==> src/hdl/fsc_pkg.sv <==
`timescale 1ns / 1ps
// ----------------------------------------------------------------------------
// fsc_pkg
// Shared types and constants of the fixed-split replacement engine.
// ----------------------------------------------------------------------------
package fsc_pkg;

    localparam int PAGE_W = 31;
    localparam int CFG_W  = 7;

    localparam logic CFG_CAPACITY  = 1'b0;
    localparam logic CFG_T1_TARGET = 1'b1;

    localparam logic [CFG_W-1:0] CAPACITY_RST  = 7'd64;
    localparam logic [CFG_W-1:0] T1_TARGET_RST = 7'd32;

    typedef enum logic [2:0] {
        L_EMPTY = 3'd0,
        L_T1    = 3'd1,
        L_T2    = 3'd2,
        L_B1    = 3'd3,
        L_B2    = 3'd4
    } t_lst;

    typedef enum logic [1:0] {
        SM_MATCH  = 2'd0,
        SM_OLDEST = 2'd1,
        SM_FREE   = 2'd2
    } t_smode;

    typedef enum logic [1:0] {
        OP_NONE   = 2'd0,
        OP_DETACH = 2'd1,
        OP_MOVE   = 2'd2
    } t_op;

    typedef struct packed {
        logic   load_page;
        logic   scan_start;
        t_smode scan_mode;
        t_lst   scan_list;
        t_op    op;
        t_lst   to;
        logic   wr_page;
    } t_cmd;

    typedef struct packed {
        logic scan_busy;
        logic sel_ok;
        logic sel_resident;
        logic miss_full;
        logic t1_ge_p;
        logic t1_over;
        logic t1b1_over;
        logic t2_over;
        logic t2b2_over;
    } t_sts;

endpackage

==> src/hdl/fsc_ctrl.sv <==
`timescale 1ns / 1ps
// ----------------------------------------------------------------------------
// fsc_ctrl
// Request sequencer: lookup, miss eviction/insert, hit promotion and trims.
// ----------------------------------------------------------------------------
module fsc_ctrl import fsc_pkg::*; (
    input  logic i_clk,
    input  logic i_rst_n,
    input  logic i_s_tvalid,
    output logic o_s_tready,
    output logic o_m_tvalid,
    input  logic i_m_tready,
    output logic o_hit,
    output logic o_ghost_hit,
    input  t_sts i_sts,
    output t_cmd o_cmd
);

    typedef enum logic [13:0] {
        S_IDLE = 14'b00000000000001,
        S_LOOK = 14'b00000000000010,
        S_DROP = 14'b00000000000100,
        S_DEM  = 14'b00000000001000,
        S_FREE = 14'b00000000010000,
        S_TR1  = 14'b00000000100000,
        S_TR1W = 14'b00000001000000,
        S_TB1  = 14'b00000010000000,
        S_TB1W = 14'b00000100000000,
        S_TR2  = 14'b00001000000000,
        S_TR2W = 14'b00010000000000,
        S_TB2  = 14'b00100000000000,
        S_TB2W = 14'b01000000000000,
        S_DONE = 14'b10000000000000
    } t_state;

    t_state r_state, n_state;
    logic   r_res_hit, r_res_ghost, n_res_hit, n_res_ghost;
    logic   r_out_valid, r_out_hit, r_out_ghost;
    logic   done;

    assign o_s_tready  = (r_state == S_IDLE);
    assign o_m_tvalid  = r_out_valid;
    assign o_hit       = r_out_hit;
    assign o_ghost_hit = r_out_ghost;
    assign done        = !i_sts.scan_busy;

    always_comb begin
        n_state     = r_state;
        n_res_hit   = r_res_hit;
        n_res_ghost = r_res_ghost;
        o_cmd.load_page  = 1'b0;
        o_cmd.scan_start = 1'b0;
        o_cmd.scan_mode  = SM_OLDEST;
        o_cmd.scan_list  = L_EMPTY;
        o_cmd.op         = OP_NONE;
        o_cmd.to         = L_EMPTY;
        o_cmd.wr_page    = 1'b0;
        case (r_state)
            S_IDLE: begin
                if (i_s_tvalid) begin
                    o_cmd.load_page  = 1'b1;
                    o_cmd.scan_start = 1'b1;
                    o_cmd.scan_mode  = SM_MATCH;
                    n_state          = S_LOOK;
                end
            end
            S_LOOK: begin
                if (done) begin
                    if (i_sts.sel_ok) begin
                        o_cmd.op    = OP_MOVE;
                        o_cmd.to    = L_T2;
                        n_res_hit   = i_sts.sel_resident;
                        n_res_ghost = !i_sts.sel_resident;
                        n_state     = S_TR1;
                    end else begin
                        n_res_hit        = 1'b0;
                        n_res_ghost      = 1'b0;
                        o_cmd.scan_start = 1'b1;
                        if (i_sts.miss_full) begin
                            o_cmd.scan_list = L_B1;
                            n_state         = S_DROP;
                        end else if (i_sts.t1_ge_p) begin
                            o_cmd.scan_list = L_T1;
                            n_state         = S_DEM;
                        end else begin
                            o_cmd.scan_mode = SM_FREE;
                            n_state         = S_FREE;
                        end
                    end
                end
            end
            S_DROP: begin
                if (done) begin
                    if (i_sts.sel_ok) begin
                        o_cmd.op = OP_DETACH;
                    end
                    o_cmd.scan_start = 1'b1;
                    o_cmd.scan_list  = L_T1;
                    n_state          = S_DEM;
                end
            end
            S_DEM: begin
                if (done) begin
                    if (i_sts.sel_ok) begin
                        o_cmd.op = OP_MOVE;
                        o_cmd.to = L_B1;
                    end
                    o_cmd.scan_start = 1'b1;
                    o_cmd.scan_mode  = SM_FREE;
                    n_state          = S_FREE;
                end
            end
            S_FREE: begin
                if (done) begin
                    if (i_sts.sel_ok) begin
                        o_cmd.op      = OP_MOVE;
                        o_cmd.to      = L_T1;
                        o_cmd.wr_page = 1'b1;
                    end
                    n_state = S_DONE;
                end
            end
            S_TR1: begin
                if (i_sts.t1_over) begin
                    o_cmd.scan_start = 1'b1;
                    o_cmd.scan_list  = L_T1;
                    n_state          = S_TR1W;
                end else begin
                    n_state = S_TB1;
                end
            end
            S_TR1W: begin
                if (done) begin
                    if (i_sts.sel_ok) begin
                        o_cmd.op = OP_MOVE;
                        o_cmd.to = L_B1;
                        n_state  = S_TR1;
                    end else begin
                        n_state = S_TB1;
                    end
                end
            end
            S_TB1: begin
                if (i_sts.t1b1_over) begin
                    o_cmd.scan_start = 1'b1;
                    o_cmd.scan_list  = L_B1;
                    n_state          = S_TB1W;
                end else begin
                    n_state = S_TR2;
                end
            end
            S_TB1W: begin
                if (done) begin
                    if (i_sts.sel_ok) begin
                        o_cmd.op = OP_DETACH;
                        n_state  = S_TB1;
                    end else begin
                        n_state = S_TR2;
                    end
                end
            end
            S_TR2: begin
                if (i_sts.t2_over) begin
                    o_cmd.scan_start = 1'b1;
                    o_cmd.scan_list  = L_T2;
                    n_state          = S_TR2W;
                end else begin
                    n_state = S_TB2;
                end
            end
            S_TR2W: begin
                if (done) begin
                    if (i_sts.sel_ok) begin
                        o_cmd.op = OP_MOVE;
                        o_cmd.to = L_B2;
                        n_state  = S_TR2;
                    end else begin
                        n_state = S_TB2;
                    end
                end
            end
            S_TB2: begin
                if (i_sts.t2b2_over) begin
                    o_cmd.scan_start = 1'b1;
                    o_cmd.scan_list  = L_B2;
                    n_state          = S_TB2W;
                end else begin
                    n_state = S_DONE;
                end
            end
            S_TB2W: begin
                if (done) begin
                    if (i_sts.sel_ok) begin
                        o_cmd.op = OP_DETACH;
                        n_state  = S_TB2;
                    end else begin
                        n_state = S_DONE;
                    end
                end
            end
            S_DONE: begin
                if (!r_out_valid || i_m_tready) begin
                    n_state = S_IDLE;
                end
            end
            default: n_state = S_IDLE;
        endcase
    end

    always_ff @(posedge i_clk) begin
        r_res_hit   <= n_res_hit;
        r_res_ghost <= n_res_ghost;
        if (r_state == S_DONE && (!r_out_valid || i_m_tready)) begin
            r_out_hit   <= r_res_hit;
            r_out_ghost <= r_res_ghost;
        end
    end

    always_ff @(posedge i_clk) begin
        if (!i_rst_n) begin
            r_state     <= S_IDLE;
            r_out_valid <= 1'b0;
        end else begin
            r_state <= n_state;
            if (r_state == S_DONE && (!r_out_valid || i_m_tready)) begin
                r_out_valid <= 1'b1;
            end else if (i_m_tready) begin
                r_out_valid <= 1'b0;
            end
        end
    end

    a_accept_look: assert property (@(posedge i_clk) disable iff (!i_rst_n)
        (i_s_tvalid && o_s_tready) |=> (r_state == S_LOOK))
        else $error("accepted beat did not start lookup");
    a_one_kind: assert property (@(posedge i_clk) disable iff (!i_rst_n)
        r_out_valid |-> !(r_out_hit && r_out_ghost))
        else $error("hit and ghost hit together");
    a_out_from_done: assert property (@(posedge i_clk) disable iff (!i_rst_n)
        $rose(r_out_valid) |-> $past(r_state == S_DONE))
        else $error("result raised outside completion");

endmodule
==> config.mk <==
export PLATFORM = sky130hd
export DESIGN_NAME = fsc_ctrl
export DESIGN_NICKNAME = d
export VERILOG_FILES = /design/src/hdl/fsc_pkg.sv /design/src/hdl/fsc_ctrl.sv
export SDC_FILE = /design/constraint.sdc
export NUM_CORES = 1
export LEC_CHECK = 0
export BUFFER_PORTS_ARGS = -buffer_cell sky130_fd_sc_hd__buf_2
export CAP_MARGIN = 0
export CORE_MARGIN = 4
export CORE_UTILIZATION = 45
export DETAILED_ROUTE_END_ITERATION = 16
export PLACE_DENSITY = 0.66
export SKIP_CTS_REPAIR_TIMING = 1
export SYNTH_ARGS = -nofsm -noshare
export SYNTH_HDL_FRONTEND = slang
export SYNTH_SLANG_ARGS = --single-unit
==> constraint.sdc <==
create_clock -name i_clk -period 2.3 [get_ports i_clk]
set_input_delay 0.23 -clock i_clk [delete_from_list [all_inputs] [get_ports i_clk]]
set_output_delay 0.23 -clock i_clk [all_outputs]
set_load 0.005 [all_outputs]
==> qor.txt <==
status -> finished with violations
failing checks -> negative setup slack
max-slew violations -> 0
Netlist cell types -> 52
commonest cells in the netlist -> 20 x nor2_1, 16 x nand2_1, 15 x dfxtp_1
Die ar. -> 4220 um2
CTS H-tree lvls -> 1
Initial DRC Count -> 149
post-DP HPWL -> 3254 um
endpoints failing setup -> 18
vias in the first global route -> 1,403
Synthesized Nets -> 190
count of state elements after synthesis -> 19
P_leak -> 0.8419 nW
Peak VDD IR -> 0.2264 mV
diode count -> 0
core area -> 3078 um2
worst setup path class -> flop to output pin
share of the synthesized area in the top cell type -> 20.57%
slew margin rel. -> 38.45%
Die W -> 64.96 um
Vias -> 1,624
CP Launch Type -> flop
Final nets -> 243
largest cells by area after synthesis -> dfxtp_1 21%, edfxtp_1 8.2%, nor2_1 5.1%
P&R area growth vs syn -> 34.79%
Synth Warn # -> 0
fin crit period -> 2.505 ns
Starting Density -> 47.44%
GRT Util Overall -> 20.65%
Layout Skew -> 0.007265 ns
Cell Pwr Density -> 398.1 nW/um2
clk_lat worst skew -> 0.31 ns
Worst-path clk slew -> 0.12 ns
DR vias/cell -> 5.949
CTS buffer count -> 3
TNS Setup -> -1.958 ns
min-delay worst type -> input port to flop
share of cells above drive strength 1 -> 43.67%
top cell type by total area after synthesis -> dfxtp_1
Port Buffers -> 29
Total Wirelength -> 4696 um
ys flop type -> dfxtp_1
highest clock rate -> 399.2 MHz
RSZ-0062 raised after global routing -> true
final worst slack -> -0.2053 ns
largest net degree at the start of global routing -> 14
final core occ -> 63.94%
DRT Pass-1 Iters -> 5
drt wl/cell -> 17.20 um
synthesized area per cell -> 8.249 um2
Arr. time, crit path -> 2.28 ns
actual slew at the worst max-slew pin -> 0.9200 ns
Rows -> 20
Final Hold Fails -> 0
CP max FO -> 6
Final period util -> 108.9%
Routed Antenna Nets -> 0
max-cap violation count -> 0
total grt overflow -> 0
Ports -> 30
number of flops mapped to enable cells by yosys -> 4
Seq/Total Area, Yosys -> 28.79%
top-count cell post-synth -> nor2_1
Root Buffer -> clkbuf_4
Worst Path Required -> 2.07 ns
Remaining DRCs -> 0
initial antenna violation count -> 0
Num Clock Sinks -> 19
Mapped Cells -> 177
first-pass GRT wire length -> 6782 um
CP Capture Type -> output pin
pre-CTS WS -> -0.008733 ns
CTS tree -> built
height of the die -> 64.96 um
clock tree buffer depth -> 2
asr flop ratio synth -> 0%
Post-Syn Area -> 1460 um2
GPL Wtd Cong -> 0.9187
Overall Power -> 0.7834 mW
==> logic make-up after synthesis <==
group                  count (synthesis)  synth area share, %
XOR/XNOR                               6                3.600
AND/OR/NAND/NOR                       93                38.99
multiplexers                           2                1.371
buffers and inverters                 19                6.940
AO/OA/AOI/OAI                         38                20.31
flip-flops                            19                28.79
==> cell type report <==
type,instances,area (um2)
clock buffer,3,22.52
fill,265,1110
timing repair buffer,58,386.6
clock inverter,1,5.005
tap,44,55.05
inverter,9,36.28
sequential,19,436.7
multi-input combinational,139,1026
==> cells in the final DEF, fill, tap and decap left out, drive strengths merged, types with 4 or more instances in the layout <==
cell	count
o21ai	8
a21oi	13
nand3	12
nor4	6
edfxtp	4
inv	9
nor2	20
nand2	16
dfxtp	15
nor3	10
buf	58
==> flip-flops by register name (all words and copies together), names as in the netlist <==
| register | count |
|---|---|
| r_res_hit | 1 |
| o_ghost_hit | 1 |
| o_hit | 1 |
| r_res_ghost | 1 |
| r_state | 14 |
| o_m_tvalid | 1 |
==> per-stage QoR <==
stage,hold slack (ns),instances,instance area [um2]
finish,0.1865,273,1968
global route,0.1717,273,1968
CTS,0.1815,261,1760
detailed placement,0.4070,257,1733
global placement,0.4007,257,1733
floorplan,0.3477,177,1460
==> routing by layer <==
metal  vias to the layer above  part of all wire, %  global-route usage (%)
met4                         0                  2.9                   5.805
met2                       103                   48                   33.59
met3                        18                  8.6                   3.640
met1                       750                   41                   27.83
met5                         -                    0                       0
li1                        753                    -                       -
==> path summary, 6_finish.rpt <==
| check | to | depth (start not counted) | slack [ns] | start |
|---|---|---|---|---|
| max | o_cmd[1] | 6 | -0.21 | r_state[3] |
| min | r_res_ghost | 2 | 0.19 | i_sts[6] |
| max reg2reg | r_state[10] | 9 | -0.16 | r_state[3] |
| min reg2reg | o_hit | 0 | 0.43 | r_res_hit |
==> worst max-delay path: stages (launching register included) <==
cell	delay (ns)
dfxtp_2	0.38
nor4_4	0.40
nand3_2	0.20
buf_4	0.18
or4_4	0.52
a21oi_2	0.15
buf_2	0.12
==> power breakdown <==
group          internal (mW)  total, mW  switching [mW]
logic                  0.104      0.241           0.137
clock network         0.0651      0.184           0.119
registers              0.346      0.359          0.0128
total                  0.515      0.783           0.269
(Power assumes the default switching activity.)
